<file path="config.mk">
export PLATFORM = sky130hd
export DESIGN_NAME = histogram_free_gap_finder
export DESIGN_NICKNAME = d
export VERILOG_FILES = /design/src/rtl/hgf_pkg.sv /design/src/rtl/histogram_free_gap_finder.sv
export SDC_FILE = /design/constraint.sdc
export NUM_CORES = 1
export LEC_CHECK = 0
export ABC_AREA = 0
export BUFFER_PORTS_ARGS = -buffer_cell sky130_fd_sc_hd__buf_2
export CORE_ASPECT_RATIO = 0.6
export CORE_MARGIN = 1.5
export CORE_UTILIZATION = 50
export DETAILED_ROUTE_END_ITERATION = 12
export PLACE_DENSITY = 0.73
export SLEW_MARGIN = 10
export SYNTH_ARGS = -nofsm -noshare
export SYNTH_HDL_FRONTEND = slang
export SYNTH_SLANG_ARGS = --single-unit
</file>
<file path="constraint.sdc">
create_clock -name clk_i -period 7.6 [get_ports clk_i]
set_input_delay 0.38 -clock clk_i [delete_from_list [all_inputs] [get_ports clk_i]]
set_output_delay 0.38 -clock clk_i [all_outputs]
set_load 0.05 [all_outputs]
</file>
<file path="src/rtl/hgf_pkg.sv">
// ----------------------------------------------------------------------------
// hgf_pkg
// Types and constants for the histogram free-gap finder: the result beat,
// configuration register indexes, field widths and reset values.
// ----------------------------------------------------------------------------
package hgf_pkg;

  // Field widths
  localparam int unsigned ThrW    = 24;
  localparam int unsigned NarrowW = 8;
  localparam int unsigned PosW    = 8;
  localparam int unsigned WidW    = 8;
  localparam int unsigned CfgIdxW = 1;
  localparam int unsigned CfgW    = 24;

  // Default histogram size
  localparam int unsigned NumBinsDefault = 128;

  // Result queue depth (two results at most per bin)
  localparam int unsigned QueueDepth = 4;

  // Configuration register indexes
  localparam logic [CfgIdxW-1:0] CfgFreeThreshold = 1'b0;
  localparam logic [CfgIdxW-1:0] CfgNarrowWidth   = 1'b1;

  // Configuration reset values
  localparam logic [ThrW-1:0]    FreeThresholdReset = '0;
  localparam logic [NarrowW-1:0] NarrowWidthReset   = 8'd16;

  // One result beat
  typedef struct packed {
    logic              found;
    logic              narrow;
    logic [PosW-1:0]   position_half_bins;
    logic [WidW-1:0]   width_bins;
    logic              last_segment;
  } result_t;

endpackage

</file>
<file path="src/rtl/histogram_free_gap_finder.sv">
// ----------------------------------------------------------------------------
// histogram_free_gap_finder
// Streams polar histogram bins, finds circular runs of free bins (valleys)
// and reports each as it closes; a run from bin 0 is joined across the wrap.
// ----------------------------------------------------------------------------
// Path: an accepted bin is held in the input register, then one pass of
// run logic writes its results into a 4-entry result queue.
// Throughput: one bin per cycle while the queue keeps room for two results.
// Reset: asynchronous, active low; clears run state, queue and config
// (threshold 0, narrow width 16).
module histogram_free_gap_finder #(
  parameter int unsigned NUM_BINS = hgf_pkg::NumBinsDefault
) (
  input  logic                         clk_i,
  input  logic                         rst_ni,
  // Configuration
  input  logic                         cfg_we_i,
  input  logic [hgf_pkg::CfgIdxW-1:0]  cfg_index_i,
  input  logic [hgf_pkg::CfgW-1:0]     cfg_data_i,
  // Bin input
  input  logic                         in_valid_i,
  output logic                         in_ready_o,
  input  logic [hgf_pkg::ThrW-1:0]     bin_value_i,
  input  logic                         last_bin_i,
  // Result output
  output logic                         out_valid_o,
  input  logic                         out_ready_i,
  output logic                         found_o,
  output logic                         narrow_o,
  output logic [hgf_pkg::PosW-1:0]     position_half_bins_o,
  output logic [hgf_pkg::WidW-1:0]     width_bins_o,
  output logic                         last_segment_o
);
  import hgf_pkg::*;

  localparam int unsigned IdxW = $clog2(NUM_BINS);
  localparam int unsigned W2   = IdxW + 2;
  localparam int unsigned CW   = (W2 > 9) ? W2 : 9;
  localparam int unsigned QAW  = $clog2(QueueDepth);
  localparam int unsigned QCW  = QAW + 1;
  localparam logic [IdxW-1:0] LastIdx = IdxW'(NUM_BINS - 1);
  localparam logic [QCW-1:0]  RoomMax = QCW'(QueueDepth - 2);

  // Build one valley result
  function automatic result_t valley(input logic [IdxW-1:0]    start,
                                     input logic [W2-1:0]      gap,
                                     input logic [IdxW:0]      n,
                                     input logic [NarrowW-1:0] nw);
    logic [W2-1:0] mid;
    logic [W2-1:0] twon;
    logic [CW-1:0] gap_c;
    logic [CW-1:0] nw_c;
    logic [CW-1:0] mid_c;
    logic [CW-1:0] st2_c;
    result_t       r;
    mid   = W2'({start, 1'b0}) + gap;
    twon  = W2'({n, 1'b0});
    if (mid >= twon) begin
      mid = mid - twon;
    end
    gap_c = CW'(gap);
    nw_c  = CW'(nw);
    mid_c = CW'(mid);
    st2_c = CW'({start, 1'b0});
    r.found        = 1'b1;
    r.last_segment = 1'b0;
    if (gap_c < nw_c) begin
      r.narrow             = 1'b1;
      r.position_half_bins = mid_c[PosW-1:0];
      r.width_bins         = WidW'(1);
    end else begin
      r.narrow             = 1'b0;
      r.position_half_bins = st2_c[PosW-1:0];
      r.width_bins         = gap_c[WidW-1:0];
    end
    return r;
  endfunction

  // Configuration registers
  logic [ThrW-1:0]    threshold_q;
  logic [NarrowW-1:0] narrow_q;

  always_ff @(posedge clk_i or negedge rst_ni) begin
    if (!rst_ni) begin
      threshold_q <= FreeThresholdReset;
      narrow_q    <= NarrowWidthReset;
    end else if (cfg_we_i) begin
      if (cfg_index_i == CfgFreeThreshold) begin
        threshold_q <= cfg_data_i[ThrW-1:0];
      end else if (cfg_index_i == CfgNarrowWidth) begin
        narrow_q <= cfg_data_i[NarrowW-1:0];
      end
    end
  end

  // Input register
  logic            stage_valid_q;
  logic [ThrW-1:0] stage_value_q;
  logic            stage_last_q;
  logic            advance;
  logic            in_fire;

  assign in_fire    = in_valid_i && in_ready_o;
  assign in_ready_o = !stage_valid_q || advance;

  always_ff @(posedge clk_i or negedge rst_ni) begin
    if (!rst_ni) begin
      stage_valid_q <= 1'b0;
    end else if (in_fire) begin
      stage_valid_q <= 1'b1;
    end else if (advance) begin
      stage_valid_q <= 1'b0;
    end
  end

  always_ff @(posedge clk_i) begin
    if (in_fire) begin
      stage_value_q <= bin_value_i;
      stage_last_q  <= last_bin_i;
    end
  end

  // Run state
  logic [IdxW-1:0] bin_index_q;
  logic            run_open_q;
  logic [IdxW-1:0] run_start_q;
  logic [IdxW-1:0] first_end_q;
  logic            first_seen_q;
  logic            any_emitted_q;

  // Result queue
  result_t          queue_q [QueueDepth];
  logic [QAW-1:0]   wr_ptr_q;
  logic [QAW-1:0]   rd_ptr_q;
  logic [QCW-1:0]   count_q;
  logic             pop;

  assign advance = stage_valid_q && (count_q <= RoomMax);

  // Run update and result build for the bin in the input register
  logic            is_last;
  logic            is_free;
  logic            close_emit;
  logic            run_open_n;
  logic [IdxW-1:0] run_start_n;
  logic [IdxW-1:0] first_end_n;
  logic            first_seen_n;
  logic [IdxW:0]   n_bins;
  logic [W2-1:0]   end_gap;
  logic            has_b;
  result_t         res_a;
  result_t         res_b;

  always_comb begin
    is_last      = stage_last_q || (bin_index_q == LastIdx);
    is_free      = stage_value_q <= threshold_q;
    n_bins       = {1'b0, bin_index_q} + (IdxW+1)'(1);
    run_open_n   = run_open_q;
    run_start_n  = run_start_q;
    first_end_n  = first_end_q;
    first_seen_n = first_seen_q;
    close_emit   = 1'b0;

    // open or close the current run
    if (is_free) begin
      if (!run_open_q) begin
        run_open_n  = 1'b1;
        run_start_n = bin_index_q;
      end
    end else if (run_open_q) begin
      run_open_n = 1'b0;
      if (run_start_q == '0) begin
        first_seen_n = 1'b1;
        first_end_n  = bin_index_q;
      end else begin
        close_emit = 1'b1;
      end
    end

    res_a = valley(run_start_q, W2'(bin_index_q - run_start_q), n_bins, narrow_q);

    // wrap-around closing at the last bin
    end_gap = (first_seen_n ? W2'(first_end_n) : W2'(0)) + W2'(n_bins) - W2'(run_start_n);
    has_b   = 1'b0;
    res_b   = '0;
    if (is_last) begin
      priority if (run_open_n) begin
        has_b = 1'b1;
        res_b = valley(run_start_n, end_gap, n_bins, narrow_q);
      end else if (first_seen_n) begin
        has_b = 1'b1;
        res_b = valley('0, W2'(first_end_n), n_bins, narrow_q);
      end else begin
        // not-found beat only when no valley came out for this histogram
        has_b = !(any_emitted_q || close_emit);
      end
      if (has_b) begin
        res_b.last_segment = 1'b1;
      end else begin
        res_a.last_segment = 1'b1;
      end
    end
  end

  always_ff @(posedge clk_i or negedge rst_ni) begin
    if (!rst_ni) begin
      bin_index_q   <= '0;
      run_open_q    <= 1'b0;
      run_start_q   <= '0;
      first_end_q   <= '0;
      first_seen_q  <= 1'b0;
      any_emitted_q <= 1'b0;
    end else if (advance) begin
      if (is_last) begin
        bin_index_q   <= '0;
        run_open_q    <= 1'b0;
        run_start_q   <= '0;
        first_end_q   <= '0;
        first_seen_q  <= 1'b0;
        any_emitted_q <= 1'b0;
      end else begin
        bin_index_q   <= bin_index_q + IdxW'(1);
        run_open_q    <= run_open_n;
        run_start_q   <= run_start_n;
        first_end_q   <= first_end_n;
        first_seen_q  <= first_seen_n;
        any_emitted_q <= any_emitted_q || close_emit;
      end
    end
  end

  // Queue write: zero, one or two beats per bin
  logic            push_a;
  logic            push_b;
  logic [QCW-1:0]  push_cnt;

  assign push_a   = advance && close_emit;
  assign push_b   = advance && has_b;
  assign push_cnt = QCW'(push_a) + QCW'(push_b);
  assign pop      = out_valid_o && out_ready_i;

  always_ff @(posedge clk_i) begin
    if (push_a) begin
      queue_q[wr_ptr_q] <= res_a;
    end
    if (push_b) begin
      queue_q[push_a ? wr_ptr_q + QAW'(1) : wr_ptr_q] <= res_b;
    end
  end

  always_ff @(posedge clk_i or negedge rst_ni) begin
    if (!rst_ni) begin
      wr_ptr_q <= '0;
      rd_ptr_q <= '0;
      count_q  <= '0;
    end else begin
      wr_ptr_q <= wr_ptr_q + QAW'(push_cnt);
      if (pop) begin
        rd_ptr_q <= rd_ptr_q + QAW'(1);
      end
      count_q <= count_q + push_cnt - QCW'(pop);
    end
  end

  // Output beat
  result_t head;
  assign head                 = queue_q[rd_ptr_q];
  assign out_valid_o          = count_q != '0;
  assign found_o              = head.found;
  assign narrow_o             = head.narrow;
  assign position_half_bins_o = head.position_half_bins;
  assign width_bins_o         = head.width_bins;
  assign last_segment_o       = head.last_segment;

endmodule
</file>
==> reports/metrics.yaml <==
status: "finished clean"
route.vias.total: 8729
yosys_register_bits: 165
portBuffers: 75
cts_htree_levels: 4
worstMarginPinSlew_ns: 1.10
setup.worst_path.class: "reg -> reg"
grt_max_degree: 65
grt_pass1_vias: 8373
synth_most_common_cell: "ha_1"
period_share: 0.969
routedWlPerCell_um: 21.3
synth-edff-count: 101
async_reset_ff_frac: 0.388
die-area_um2: 23500
r2r_cells: 31
synth_fp_nets: 1230
cts_made_buffers: 17
overflow: 0
reg2reg_slack_ns: 0.24
syn_avg_cell_area_um2: 10.7
synth_area_leader_cell: "edfxtp_1"
rr_startpoint: "stage_value_q[19]"
final-setup-viol-count: 0
synth.area.top_cells: "edfxtp_1, dfrtp_1, ha_1"
grt_first_pass_wirelength_mm: 48.1
drc: 0
path_max_fanout: 11
ctsHoldBuffers: 0
regArea_um2: 4640
startpoint_type: "flop"
vias_per_cell: 5.96
fill_cells: 1860
slew_viol_final: 0
r2r_end: "queue_q[1][15]"
clk_latency_ns: 0.45
fin_hold_ws_ns: 0.0990
yosysSeqAreaShare: 0.412
initial_core_util: 0.510
antenna_found_initial: 0
multiInputGateArea_um2: 6210
synth_common_cells: "ha_1, nand2_1, edfxtp_1"
grt_util_all_layers: 0.277
die_width_um: 197
rows: 42
slowest_stage: "or4_4"
fp.dieH_um: 119
hpwlAfterDp_mm: 23.9
end_kind: "flop"
clkTransAtPathRegs_ns: 0.07
dr.pass1.iters: 6
period_needed_ns: 7.36
synthFlopType: "edfxtp_1"
drt_iter0_drc: 912
layout_setup_ws_ns: 0.236
nNetsFinal: 1339
area_growth_pct: 14.2
arrival_ns: 7.56
cts_tree: "built"
clock_path_buffers: 2
syn_inst: 1057
hold_viol: 0
cts.sinks: 165
pre_cts_slack_ns: -0.0864
maxCapViolCount: 0
wl_mm: 31.2
ios: 76
root_buffer: "clkbuf_16"
max_freq_ghz: 0.136
netlist.area_leader.share: 0.269
slew_headroom: 0.263
core_area_um2: 22100
synth.distinct_cells: 76
worstHoldPathType: "in -> async"
yosys_warnings: 0
ant_nets: 0
syn_area_um2: 11300
antenna_cells: 0
drive_gt1_frac: 0.219
critPathMaxStageDelay_ns: 0.53
cp_data_required_time_ns: 7.79
skew_ns: 0.0136
globalplace.congestion: 0.995
[sequential cells by signal (all words and copies together) (netlist names), 2 cells and up]
name and flops:
bin_index_q 7, narrow_q 8, threshold_q 24, wr_ptr_q 2, run_start_q 7, queue_q 76, stage_value_q 24, first_end_q 7
rd_ptr_q 2, count_q 3
[how the worst max path moves through the flow]
| stage | endpoint | start |
|---|---|---|
| 3_3_place_gp | queue_q[3][13] | stage_value_q[19] |
| 2_1_floorplan | queue_q[3][15] | stage_value_q[11] |
| 5_1_grt | queue_q[1][15] | stage_value_q[19] |
| 3_5_place_dp | queue_q[1][15] | stage_value_q[19] |
| 6_report | queue_q[1][15] | stage_value_q[19] |
| 4_1_cts | queue_q[1][15] | stage_value_q[19] |
[routing by layer]
metal | track usage | up-vias | part of all wire
met4 | 0.0873 | 2 | 0.021
li1 | - | 4056 | -
met1 | 0.407 | 4215 | 0.46
met3 | 0.117 | 52 | 0.12
met5 | 0.0109 | - | 0.00099
met2 | 0.363 | 404 | 0.39
[layout by cell type, fill, tap and decap left out, drive strengths merged, types with 19 or more instances in the layout]
master and count:
a21o 22, a21oi 52, buf 125, clkbuf 23, dfrtp 63, edfxtp 101
ha 106, inv 104, mux2 52, mux2i 26, mux4 19, nand2 103
nand2b 23, nor2 36, o21ai 107, xnor2 38
[final cells by class]
class,instances,area share
sequential,165,0.361
multi-input combinational,760,0.483
clock buffer,23,0.0367
timing repair buffer,125,0.0584
clock inverter,9,0.00526
tap,286,0.0278
inverter,97,0.0283
[cell families after synthesis]
family	synth area share
AO/OA/AOI/OAI	0.144
AND/OR/NAND/NOR	0.108
flip-flops	0.412
buffers and inverters	0.0455
adder cells (fa/ha/maj)	0.139
multiplexers	0.114
XOR/XNOR	0.0373
[metrics by stage]
stage / TNS, ns / utilization / cells / instance area [µm²]
after floorplan: 0 / - / 1057 / 11300
after global placement: 0 / 0.551 / 1425 / 12200
after detailed placement: -0.595 / 0.551 / 1425 / 12200
after CTS: 0 / 0.576 / 1458 / 12700
after global routing: -0.522 / 0.582 / 1465 / 12900
final: 0 / 0.582 / 1465 / 12900
[timing repair]
item / in CTS / in global routing
setup buffers: 1 / 7
pin swaps: 2 / 13
endpoints found under the setup margin: 16 / 29
resized for setup: 4 / 15
[critical path: cells and delay by family (launching register included)]
family	cells	cell delay (ns)
AND/OR/NAND/NOR	14	2.76
adder cells (fa/ha/maj)	5	1.53
AO/OA/AOI/OAI	7	1.39
buffers and inverters	3	0.51
flip-flops	1	0.42
multiplexers	1	0.28
XOR/XNOR	1	0.21
Power is not shown: default switching activity piles up to over one toggle a cycle in this logic, so the estimate is an artifact.
